<file path="config.mk">
export PLATFORM = sky130hd
export DESIGN_NAME = exact_pattern_matcher_core_flat
export DESIGN_NICKNAME = d
export VERILOG_FILES = /design/src/sv/epm_pkg.sv /design/src/sv/epm_req_if.sv /design/src/sv/epm_rsp_if.sv /design/src/sv/epm_ram.sv /design/src/sv/epm_ctrl.sv /design/src/sv/epm_datapath.sv /design/src/sv/exact_pattern_matcher_core.sv /design/src/flat_wrapper.sv
export SDC_FILE = /design/constraint.sdc
export NUM_CORES = 1
export LEC_CHECK = 0
export BUFFER_PORTS_ARGS = -buffer_cell sky130_fd_sc_hd__clkbuf_2
export CAP_MARGIN = 20
export CORE_MARGIN = 2
export CORE_UTILIZATION = 30
export CTS_CLUSTER_DIAMETER = 150
export CTS_CLUSTER_SIZE = 40
export DETAILED_ROUTE_END_ITERATION = 8
export HOLD_SLACK_MARGIN = 0.06
export PLACE_DENSITY = 0.4
export SYNTH_ARGS = -nofsm -noshare
export SYNTH_HDL_FRONTEND = slang
export SYNTH_HIERARCHICAL = 1
export SYNTH_SLANG_ARGS = --single-unit
export TNS_END_PERCENT = 5
</file>
<file path="constraint.sdc">
create_clock -name clock -period 11.8 [get_ports clock]
set_input_delay 2.36 -clock clock [delete_from_list [all_inputs] [get_ports clock]]
set_output_delay 2.36 -clock clock [all_outputs]
set_load 0.01 [all_outputs]
</file>
<file path="src/sv/epm_pkg.sv">
// Shared constants, codes and controller/datapath types of the exact pattern matcher.
`default_nettype none
package epm_pkg;

   localparam int MAX_PATTERN = 64;
   localparam int SYM_W       = 7;
   localparam int DATA_W      = 32;
   localparam int ADDR_W      = (MAX_PATTERN > 1) ? $clog2(MAX_PATTERN) : 1;
   localparam int LEN_W       = $clog2(MAX_PATTERN + 1);

   localparam logic [DATA_W-1:0] SAT_VALUE = {DATA_W{1'b1}};

   typedef enum logic [1:0] {
      OP_LOAD  = 2'd0,
      OP_TEXT  = 2'd1,
      OP_END   = 2'd2,
      OP_CLEAR = 2'd3
   } op_type;

   typedef enum logic {
      KIND_MATCH   = 1'b0,
      KIND_SUMMARY = 1'b1
   } kind_type;

   typedef enum logic [1:0] {
      ST_IDLE,
      ST_READ,
      ST_CHECK,
      ST_EMIT
   } state_type;

   typedef struct packed {
      logic do_load;
      logic do_text;
      logic do_end;
      logic do_clear;
      logic rd_issue;
      logic step;
      logic hit;
      logic emit;
   } cmd_type;

   typedef struct packed {
      logic window_ok;
      logic char_eq;
      logic last_char;
      logic out_free;
   } stat_type;

endpackage
`default_nettype wire

</file>
<file path="src/sv/epm_req_if.sv">
// Request channel interface: opcode and symbol with valid/ready.
`default_nettype none
interface epm_req_if;
   logic                        valid;
   logic                        ready;
   logic [1:0]                  opcode;
   logic [epm_pkg::SYM_W-1:0]   symbol;

   modport source (output valid, output opcode, output symbol, input ready);
   modport sink   (input valid, input opcode, input symbol, output ready);
endinterface
`default_nettype wire

</file>
<file path="src/sv/epm_rsp_if.sv">
// Response channel interface: match report or end-of-text summary with valid/ready.
`default_nettype none
interface epm_rsp_if;
   logic                         valid;
   logic                         ready;
   logic                         kind;
   logic [epm_pkg::DATA_W-1:0]   match_index;
   logic [epm_pkg::DATA_W-1:0]   match_total;

   modport source (output valid, output kind, output match_index, output match_total,
                   input ready);
   modport sink   (input valid, input kind, input match_index, input match_total,
                   output ready);
endinterface
`default_nettype wire

</file>
<file path="src/sv/epm_ram.sv">
// Generic single-write, single-read RAM with registered read data.
`default_nettype none
module epm_ram #(
   parameter int WIDTH = 8,
   parameter int DEPTH = 64,
   localparam int AW   = (DEPTH > 1) ? $clog2(DEPTH) : 1
) (
   input  wire logic             clock,
   input  wire logic             wr_en,
   input  wire logic [AW-1:0]    wr_addr,
   input  wire logic [WIDTH-1:0] wr_data,
   input  wire logic             rd_en,
   input  wire logic [AW-1:0]    rd_addr,
   output      logic [WIDTH-1:0] rd_data
);

   logic [WIDTH-1:0] mem_ff [DEPTH];
   logic [WIDTH-1:0] rd_data_ff;

   always_ff @(posedge clock) begin
      if (wr_en) begin
         mem_ff[wr_addr] <= wr_data;
      end
      if (rd_en) begin
         rd_data_ff <= mem_ff[rd_addr];
      end
   end

   assign rd_data = rd_data_ff;

endmodule
`default_nettype wire

</file>
<file path="src/sv/epm_ctrl.sv">
// Controller state machine: sequences load, text compare, summary and clear beats.
`default_nettype none
module epm_ctrl (
   input  wire logic             clock,
   input  wire logic             reset,
   input  wire logic             req_valid,
   input  wire logic [1:0]       req_opcode,
   input  wire epm_pkg::stat_type status,
   output      logic             req_ready,
   output      epm_pkg::cmd_type cmd
);

   epm_pkg::state_type state_ff, state_in;
   logic               accept;

   assign accept = (state_ff == epm_pkg::ST_IDLE) && req_valid;

   always_ff @(posedge clock) begin
      if (reset) begin
         state_ff <= epm_pkg::ST_IDLE;
      end else begin
         state_ff <= state_in;
      end
   end

   always_comb begin
      state_in = state_ff;
      unique case (state_ff)
         epm_pkg::ST_IDLE: begin
            if (req_valid) begin
               unique case (epm_pkg::op_type'(req_opcode))
                  epm_pkg::OP_TEXT: begin
                     if (status.window_ok) state_in = epm_pkg::ST_READ;
                  end
                  epm_pkg::OP_END:   state_in = epm_pkg::ST_EMIT;
                  epm_pkg::OP_LOAD:  state_in = epm_pkg::ST_IDLE;
                  epm_pkg::OP_CLEAR: state_in = epm_pkg::ST_IDLE;
                  default:           state_in = epm_pkg::ST_IDLE;
               endcase
            end
         end
         epm_pkg::ST_READ: state_in = epm_pkg::ST_CHECK;
         epm_pkg::ST_CHECK: begin
            if (!status.char_eq) begin
               state_in = epm_pkg::ST_IDLE;
            end else if (status.last_char) begin
               state_in = epm_pkg::ST_EMIT;
            end else begin
               state_in = epm_pkg::ST_READ;
            end
         end
         epm_pkg::ST_EMIT: begin
            if (status.out_free) state_in = epm_pkg::ST_IDLE;
         end
         default: state_in = epm_pkg::ST_IDLE;
      endcase
   end

   always_comb begin
      req_ready    = (state_ff == epm_pkg::ST_IDLE);
      cmd          = '0;
      cmd.do_load  = accept && (req_opcode == epm_pkg::OP_LOAD);
      cmd.do_text  = accept && (req_opcode == epm_pkg::OP_TEXT);
      cmd.do_end   = accept && (req_opcode == epm_pkg::OP_END);
      cmd.do_clear = accept && (req_opcode == epm_pkg::OP_CLEAR);
      cmd.rd_issue = (state_ff == epm_pkg::ST_READ);
      cmd.step     = (state_ff == epm_pkg::ST_CHECK) && status.char_eq && !status.last_char;
      cmd.hit      = (state_ff == epm_pkg::ST_CHECK) && status.char_eq && status.last_char;
      cmd.emit     = (state_ff == epm_pkg::ST_EMIT) && status.out_free;
   end

endmodule
`default_nettype wire

</file>
<file path="src/sv/epm_datapath.sv">
// Datapath: pattern and history RAMs, counters, compare and the response register.
`default_nettype none
module epm_datapath (
   input  wire logic                          clock,
   input  wire logic                          reset,
   input  wire epm_pkg::cmd_type              cmd,
   input  wire logic [epm_pkg::SYM_W-1:0]     req_symbol,
   input  wire logic                          rsp_ready,
   output      epm_pkg::stat_type             status,
   output      logic                          rsp_valid,
   output      logic                          rsp_kind,
   output      logic [epm_pkg::DATA_W-1:0]    rsp_match_index,
   output      logic [epm_pkg::DATA_W-1:0]    rsp_match_total
);

   localparam int AW = epm_pkg::ADDR_W;
   localparam int LW = epm_pkg::LEN_W;
   localparam int DW = epm_pkg::DATA_W;
   localparam logic [LW-1:0] LEN_MAX  = LW'(epm_pkg::MAX_PATTERN);
   localparam logic [AW-1:0] ADDR_TOP = AW'(epm_pkg::MAX_PATTERN - 1);

   logic [LW-1:0] plen_ff, plen_in;
   logic [LW-1:0] fill_ff, fill_in;
   logic [AW-1:0] wr_ff, wr_in;
   logic [DW-1:0] pos_ff, pos_in;
   logic [DW-1:0] cnt_ff, cnt_in;
   logic [AW-1:0] ha_ff, ha_in;
   logic [AW-1:0] pa_ff, pa_in;
   logic [LW-1:0] left_ff, left_in;
   logic          stage_kind_ff, stage_kind_in;
   logic [DW-1:0] stage_idx_ff, stage_idx_in;
   logic [DW-1:0] stage_total_ff, stage_total_in;
   logic          rsp_valid_ff, rsp_valid_in;
   logic          rsp_kind_ff, rsp_kind_in;
   logic [DW-1:0] rsp_idx_ff, rsp_idx_in;
   logic [DW-1:0] rsp_total_ff, rsp_total_in;

   logic [LW-1:0] fill_next;
   logic [DW-1:0] cnt_next;
   logic [epm_pkg::SYM_W-1:0] pat_rd, hist_rd;
   logic          pat_wr_en;

   assign pat_wr_en = cmd.do_load && (plen_ff < LEN_MAX);
   assign fill_next = (fill_ff == LEN_MAX) ? fill_ff : fill_ff + LW'(1);
   assign cnt_next  = (cnt_ff == epm_pkg::SAT_VALUE) ? cnt_ff : cnt_ff + DW'(1);

   epm_ram #(.WIDTH(epm_pkg::SYM_W), .DEPTH(epm_pkg::MAX_PATTERN)) u_pattern_ram (
      .clock   (clock),
      .wr_en   (pat_wr_en),
      .wr_addr (plen_ff[AW-1:0]),
      .wr_data (req_symbol),
      .rd_en   (cmd.rd_issue),
      .rd_addr (pa_ff),
      .rd_data (pat_rd)
   );

   // History is a circular buffer; wr_ff points at the slot for the next character.
   epm_ram #(.WIDTH(epm_pkg::SYM_W), .DEPTH(epm_pkg::MAX_PATTERN)) u_history_ram (
      .clock   (clock),
      .wr_en   (cmd.do_text),
      .wr_addr (wr_ff),
      .wr_data (req_symbol),
      .rd_en   (cmd.rd_issue),
      .rd_addr (ha_ff),
      .rd_data (hist_rd)
   );

   always_comb begin
      status.window_ok = (plen_ff != '0) && (fill_next >= plen_ff);
      status.char_eq   = (hist_rd == pat_rd);
      status.last_char = (left_ff == LW'(1));
      status.out_free  = !rsp_valid_ff || rsp_ready;
   end

   always_comb begin
      plen_in        = plen_ff;
      fill_in        = fill_ff;
      wr_in          = wr_ff;
      pos_in         = pos_ff;
      cnt_in         = cnt_ff;
      ha_in          = ha_ff;
      pa_in          = pa_ff;
      left_in        = left_ff;
      stage_kind_in  = stage_kind_ff;
      stage_idx_in   = stage_idx_ff;
      stage_total_in = stage_total_ff;
      rsp_valid_in   = rsp_valid_ff;
      rsp_kind_in    = rsp_kind_ff;
      rsp_idx_in     = rsp_idx_ff;
      rsp_total_in   = rsp_total_ff;

      if (pat_wr_en) begin
         plen_in = plen_ff + LW'(1);
      end

      if (cmd.do_text) begin
         fill_in      = fill_next;
         wr_in        = (wr_ff == ADDR_TOP) ? '0 : wr_ff + AW'(1);
         pos_in       = (pos_ff == epm_pkg::SAT_VALUE) ? pos_ff : pos_ff + DW'(1);
         // Walk back from the newest character and from the pattern's last one.
         ha_in        = wr_ff;
         pa_in        = AW'(plen_ff - LW'(1));
         left_in      = plen_ff;
         stage_idx_in = pos_ff - (DW'(plen_ff) - DW'(1));
      end

      if (cmd.step) begin
         ha_in   = (ha_ff == '0) ? ADDR_TOP : ha_ff - AW'(1);
         pa_in   = pa_ff - AW'(1);
         left_in = left_ff - LW'(1);
      end

      if (cmd.hit) begin
         cnt_in         = cnt_next;
         stage_kind_in  = epm_pkg::KIND_MATCH;
         stage_total_in = cnt_next;
      end

      if (cmd.do_end) begin
         stage_kind_in  = epm_pkg::KIND_SUMMARY;
         stage_idx_in   = '0;
         stage_total_in = cnt_ff;
      end

      if (cmd.do_end || cmd.do_clear) begin
         fill_in = '0;
         pos_in  = '0;
         cnt_in  = '0;
      end

      if (cmd.do_clear) begin
         plen_in = '0;
      end

      // Hold the beat until taken; load a new one only into a free slot.
      if (rsp_ready) begin
         rsp_valid_in = 1'b0;
      end
      if (cmd.emit) begin
         rsp_valid_in = 1'b1;
         rsp_kind_in  = stage_kind_ff;
         rsp_idx_in   = stage_idx_ff;
         rsp_total_in = stage_total_ff;
      end
   end

   always_ff @(posedge clock) begin
      if (reset) begin
         plen_ff      <= '0;
         fill_ff      <= '0;
         wr_ff        <= '0;
         pos_ff       <= '0;
         cnt_ff       <= '0;
         left_ff      <= '0;
         rsp_valid_ff <= 1'b0;
      end else begin
         plen_ff      <= plen_in;
         fill_ff      <= fill_in;
         wr_ff        <= wr_in;
         pos_ff       <= pos_in;
         cnt_ff       <= cnt_in;
         left_ff      <= left_in;
         rsp_valid_ff <= rsp_valid_in;
      end
   end

   always_ff @(posedge clock) begin
      ha_ff          <= ha_in;
      pa_ff          <= pa_in;
      stage_kind_ff  <= stage_kind_in;
      stage_idx_ff   <= stage_idx_in;
      stage_total_ff <= stage_total_in;
      rsp_kind_ff    <= rsp_kind_in;
      rsp_idx_ff     <= rsp_idx_in;
      rsp_total_ff   <= rsp_total_in;
   end

   assign rsp_valid       = rsp_valid_ff;
   assign rsp_kind        = rsp_kind_ff;
   assign rsp_match_index = rsp_idx_ff;
   assign rsp_match_total = rsp_total_ff;

endmodule
`default_nettype wire

</file>
<file path="src/sv/exact_pattern_matcher_core.sv">
// Load and clear beats finish on acceptance; so does a text beat while history holds fewer
// characters than the pattern length m, else it loops READ and CHECK: one history and one
// pattern RAM read per character, compare in the next cycle, stop at the first mismatch.
// A match and an end beat each add an emit state; emit stalls while the output register
// holds an untaken beat. One beat in flight at a time; the result is registered at emit.
// Sync active-high reset clears pattern length, fill, position, count and response valid.
`default_nettype none
module exact_pattern_matcher_core (
   input  wire logic   clock,
   input  wire logic   reset,
   epm_req_if.sink     req_chan,
   epm_rsp_if.source   rsp_chan
);

   epm_pkg::cmd_type  cmd;
   epm_pkg::stat_type status;

   epm_ctrl u_ctrl (
      .clock      (clock),
      .reset      (reset),
      .req_valid  (req_chan.valid),
      .req_opcode (req_chan.opcode),
      .status     (status),
      .req_ready  (req_chan.ready),
      .cmd        (cmd)
   );

   epm_datapath u_datapath (
      .clock           (clock),
      .reset           (reset),
      .cmd             (cmd),
      .req_symbol      (req_chan.symbol),
      .rsp_ready       (rsp_chan.ready),
      .status          (status),
      .rsp_valid       (rsp_chan.valid),
      .rsp_kind        (rsp_chan.kind),
      .rsp_match_index (rsp_chan.match_index),
      .rsp_match_total (rsp_chan.match_total)
   );

endmodule
`default_nettype wire
</file>
<file path="src/flat_wrapper.sv">
// flat-port wrapper written by rule: the top's interface ports become plain ports
module exact_pattern_matcher_core_flat 
  (clock, reset, req_chan_valid, req_chan_opcode, req_chan_symbol, req_chan_ready, rsp_chan_valid, rsp_chan_kind, rsp_chan_match_index, rsp_chan_match_total, rsp_chan_ready);
  epm_req_if req_chan_i ();
  epm_rsp_if rsp_chan_i ();
  input  wire logic clock;
  input  wire logic reset;
  input wire logic [$bits(req_chan_i.valid)-1:0] req_chan_valid;
  input wire logic [$bits(req_chan_i.opcode)-1:0] req_chan_opcode;
  input wire logic [$bits(req_chan_i.symbol)-1:0] req_chan_symbol;
  output wire logic [$bits(req_chan_i.ready)-1:0] req_chan_ready;
  output wire logic [$bits(rsp_chan_i.valid)-1:0] rsp_chan_valid;
  output wire logic [$bits(rsp_chan_i.kind)-1:0] rsp_chan_kind;
  output wire logic [$bits(rsp_chan_i.match_index)-1:0] rsp_chan_match_index;
  output wire logic [$bits(rsp_chan_i.match_total)-1:0] rsp_chan_match_total;
  input wire logic [$bits(rsp_chan_i.ready)-1:0] rsp_chan_ready;
  assign req_chan_i.valid = req_chan_valid;
  assign req_chan_i.opcode = req_chan_opcode;
  assign req_chan_i.symbol = req_chan_symbol;
  assign req_chan_ready = req_chan_i.ready;
  assign rsp_chan_valid = rsp_chan_i.valid;
  assign rsp_chan_kind = rsp_chan_i.kind;
  assign rsp_chan_match_index = rsp_chan_i.match_index;
  assign rsp_chan_match_total = rsp_chan_i.match_total;
  assign rsp_chan_i.ready = rsp_chan_ready;
  exact_pattern_matcher_core u_core (.clock(clock), .reset(reset), .req_chan(req_chan_i), .rsp_chan(rsp_chan_i));
endmodule
</file>
Yosys cells after proc, flatten, opt, wreduce, memory -nomap -nowiden
Memories as Yosys holds them, arrays and structs flattened. A register that Yosys moved wholly into a read port is not among the register bits. Cells that the tools add are included.

Register bits after elaboration: 236. Output and inout port bits: 67. Memories kept: 2. Bits in writable memories: 896. Logic and storage cells: 99.

Memory list: u_core.u_datapath.u_history_ram.mem_ff (words 64, width 7, rd ports 1, clocked after memory_dff 1, write ports 1, RTL line epm_ram.sv:17) `logic [WIDTH-1:0] mem_ff [DEPTH];`; u_core.u_datapath.u_pattern_ram.mem_ff (words 64, width 7, rd ports 1, clocked after memory_dff 1, write ports 1, RTL line epm_ram.sv:17).

Reductions and logical operators: 27. Equality and inequality tests: 15. $lt $le $gt $ge: 2. Multiplexer cells: 25. Add/subtract/negate cells: 11. Bitwise logic cells: 1.

Operators by type and width (number): $mux W32 (3); $add A32 B1 Y32 const B (2); $eq A32 B32 Y1 const B (2); $mux W6 (6); $sub A32 B32 Y32 (1); $mux W7 (3); $sub A6 B1 Y6 const B (3); $add A7 B1 Y7 const B (2); $logic_and A1 B1 Y1 (11); $mux W2 (5); $eq A2 B2 Y1 const B (4); $pmux W2 S4 (1); $sub A7 B1 Y8 const B (1); $eq A7 B1 Y1 const B (1); $eq A7 B7 Y1 (1); $eq A7 B7 Y1 const B (1); $ge A7 B7 Y1 (1); $lt A7 B7 Y1 const B (1); $reduce_bool A7 Y1 (1); $sub A7 B1 Y7 const B (1); $add A6 B1 Y6 const B (1); $eq A6 B6 Y1 const B (1); $logic_not A6 Y1 (1); $mux W1 (6); 12 further kinds (21).

Logic depth before layout (Yosys ltp)
Depth in word-level cells: 8. Mapped depth: 18.

Hierarchy
Netlist, hierarchy kept.

By module, submodules not included: epm_ram (cells each 827, times used 2, sequential area each 13663.1 µm², area an instance 17705.7 µm²); epm_datapath (cells each 1124, times used 1, sequential area each 5775.5 µm², area an instance 11407.2 µm²); epm_ctrl (cells each 29, times used 1, sequential area each 40.0 µm², area an instance 247.7 µm²).

Least setup slack after synthesis
Ideal clock, no wire load.

Kind: input to register. From: input rsp_chan_ready. To: register u_core.u_datapath.rsp_kind_ff (netlist: u_core/u_datapath/rsp_kind), enable pin. Arrival time: 4107 ps. Setup slack: 7262 ps. Stages: 2. Cells stage by stage: nand2b_1 -> and3_1.

RTL lines: start, declared (RTL line flat_wrapper.sv:16) `input wire logic [$bits(rsp_chan_i.ready)-1:0] rsp_chan_ready;`; end signal, assigned (RTL line epm_datapath.sv:173) `rsp_kind_ff <= rsp_kind_in;`; end, declared (RTL line epm_datapath.sv:34) `logic rsp_kind_ff, rsp_kind_in;`.

Final worst setup path
From: register u_core.u_datapath.plen_ff[5]. To: register u_core.u_datapath.stage_idx_ff[30].

Cells in the longest elaborated chain, start to end: 2.

RTL lines: start, declared (RTL line epm_datapath.sv:22) `logic [LW-1:0] plen_ff, plen_in;`; start signal, assigned (RTL line epm_datapath.sv:157) `plen_ff <= plen_in;`; $sub A7 B1 Y8 (RTL line epm_datapath.sv:104) `stage_idx_in = pos_ff - (DW'(plen_ff) - DW'(1));`; $sub A32 B32 Y32 (RTL line epm_datapath.sv:104); end signal, assigned (RTL line epm_datapath.sv:171) `stage_idx_ff <= stage_idx_in;`; end, declared (RTL line epm_datapath.sv:31) `logic [DW-1:0] stage_idx_ff, stage_idx_in;`.

No other way between the ends. A chain may end at the register's enable or synchronous reset.

==> impl_metrics.ini <==
[status]
outcome = complete, no violations

[sta]
finalHoldViolations = 0
fin_setup_tns_ns = 0
fmax_mhz = 205
tightest_slew_ns = 1.12
fin_crit_sh = 0.413
fin_crit_ns = 4.88
relSlewSlack = 0.253
finalSetupViolations = 0
drv_slew = 0
clock_skew_ns = 0.0355
rsz0062_at_grt = false

[logic_synthesis]
yosys_warnings = 6
syn_area_um2 = 47100
syn_avg_cell_area_um2 = 16.8
syn_inst = 2807
ys.flop_type = edfxtp_1
ys_ff_latch = 1146
postSynth.asyncResetShare = 0
synthesis.nets = 2879
ys_top_cells_by_area = edfxtp_1, mux4_2, dfxtp_1
synth_cell_types = 81
yosysTopAreaCell = edfxtp_1
synth_top_area_frac = 0.650
synth_edf_count = 1019
yosysSeqAreaShare = 0.704

[routing]
ant_nets = 0
vias = 24500
wire_per_inst_um = 24.4
drc = 0
first_pass_iters = 8
drt_iter0_markers = 2213
vias_per_cell = 5.01
finalWirelength_um = 120000

[clock_network]
root_buffer = clkbuf_16
ctsResizeCount = 0
clk_latency_ns = 0.68
cts_num_sinks = 1146
clk_pin_slew_ns = 0.15
cts_tree = done
ctsHoldBuffers = 0
htreeDepth = 2
numCtsBuffers = 35
cts_setup_buffers = 0
cts.path.max_buffers = 3

[cells_and_area]
utilization = 0.325
drive_above_1_share = 0.145
areaGrowthSynthToFinish_pct = 7.80
fin_area_um2 = 50700
layout.nets = 2895
nFillCells = 15000
layout.cells.non_filler = 4893
final_common_cell = edfxtp_1
final_cell_mix = edfxtp_1, nor2_1, mux4_2

[setup_path]
cp_data_required_time_ns = 12.33
reg2reg_slack_ns = 6.92
crit_type = flop to flop
cp.arrival_ns = 5.41
crit_fanout = 27
end_kind = flop
cp-start-kind = flop

[pwr]
clkPwrFrac = 0.278
p_sw_frac = 0.213
combPwrFrac = 0.039
power.leakage_uw = 0.0159
seq_power_share = 0.683
p_int_uw = 5120
power.switching_uw = 1390
powerDensity_nw_per_um2 = 128
peakVddDrop_uv = 83.9

[grt]
grt-ovfl-total = 0
antenna_found_initial = 1
grt_use_total = 0.148
grt_pass1_wl_um = 175000
grt_pass1_vias = 24600
grt_max_degree = 106

[worst_hold_path]
min_path_type = flop to flop

[floorplanning]
boundaryPins = 80
start_util = 0.302
fp.dieW_um = 400
dieHeight_um = 400
coreArea_um2 = 156000
die-area_um2 = 160000
rows = 145

[place]
dp.cells = 4843
place.gp.congestion = 0.763
hpwl_um = 75200
placed_area_um2 = 49700
numPortBuffers = 79

[run]
max_cap_violations = 0
-- critical path, cell delays in order, from the launching register on --
cell and delay (ns):
dfxtp_1 0.64, nor4_1 0.55, nand2_1 0.11, nor3_1 0.41, inv_1 0.57, ha_1 0.59
and4_1 0.25, a21boi_2 0.18, a21oi_2 0.11, a21o_4 0.28, o31ai_1 0.39, a31oi_1 0.23
o21ai_1 0.22, a21o_1 0.15, nand3_1 0.06
-- worst paths after layout --
check                                                             end                               start  cells past startpoint
worst max-delay path               u_core/u_datapath/stage_idx_ff[30]        u_core/u_datapath/plen_ff[5]                     14
worst min-delay path            u_core/u_datapath/rsp_match_index[21]  u_core/u_datapath/stage_idx_ff[21]                      0
worst max register to register     u_core/u_datapath/stage_idx_ff[30]        u_core/u_datapath/plen_ff[5]                     14
worst min register to register  u_core/u_datapath/rsp_match_index[21]  u_core/u_datapath/stage_idx_ff[21]                      0
-- stage by stage --
step | total power, µW | setup WS, ns | hold slack, ns
floorplan | 4660 | 7.26 | 0.400
global placement | 4790 | 6.39 | 0.405
detailed placement | 4800 | 6.28 | 0.405
CTS | 6610 | 6.89 | 0.436
global route | 6740 | 6.50 | 0.447
finish | 6500 | 6.92 | 0.436
-- routing by layer --
layer | share of wire | wire, µm | GRT usage
met1 | 0.47 | 55700 | 0.211
met2 | 0.48 | 57500 | 0.245
met3 | 0.034 | 4070 | 0.0149
met4 | 0.019 | 2220 | 0.0308
met5 | 0 | 0 | 0
-- power groups by stage --
stage / logic, µW / registers [µW] / clock network (µW)
6_report: 255 / 4440 / 1810
3_5_place_dp: 262 / 4530 / 0
3_3_place_gp: 261 / 4530 / 0
5_1_grt: 279 / 4450 / 2020
4_1_cts: 261 / 4440 / 1900
2_1_floorplan: 136 / 4530 / 0
-- flip-flops by register name, summed over array words and instances (netlist names) --
name and count:
u_core/u_ctrl/state_ff 2, u_core/u_datapath/cnt_ff 32, u_core/u_datapath/fill_ff 7, u_core/u_datapath/ha_ff 6, u_core/u_datapath/left_ff 7, u_core/u_datapath/pa_ff 6, u_core/u_datapath/plen_ff 7, u_core/u_datapath/pos_ff 32
u_core/u_datapath/rsp_kind 1, u_core/u_datapath/rsp_match_index 32, u_core/u_datapath/rsp_match_total 32, u_core/u_datapath/rsp_valid 1, u_core/u_datapath/stage_idx_ff 32, u_core/u_datapath/stage_kind_ff 1, u_core/u_datapath/stage_total_ff 32, u_core/u_datapath/u_history_ram/mem_ff 448
u_core/u_datapath/u_history_ram/rd_data 7, u_core/u_datapath/u_pattern_ram/mem_ff 448, u_core/u_datapath/u_pattern_ram/rd_data 7, u_core/u_datapath/wr_ff 6
-- cell families after synthesis --
| family | synth area share |
|---|---|
| DFF | 0.704 |
| muxes | 0.121 |
| and+or+nand+nor | 0.0712 |
| buffers and inverters | 0.0182 |
| adders and majority gates | 0.0158 |
| AOI/OAI and AO/OA | 0.0427 |
| xor gates and xnor gates | 0.0272 |
-- synth_stat cells (40+ instances only) --
cell type     n
mux2i_1      59
edfxtp_1   1019
nand2_1     107
ha_1         58
xnor2_1      77
nand3_1      61
a21oi_1      75
clkbuf_1     72
mux4_2      224
inv_1        40
dfxtp_1     127
nor2_1      302
xor2_1       69
-- final cells by class --
type,instances,area (µm²),area share
sequential,1146,33100,0.653
timing repair buffer,113,746,0.0147
antenna,1,2.50,0.0000493
inverter,41,154,0.00303
multi-input combinational,1486,13100,0.258
tap,2058,2570,0.0507
clock inverter,4,91.3,0.00180
clock buffer,44,952,0.0188
No activity file was read; power rests on OpenSTA's default activity.
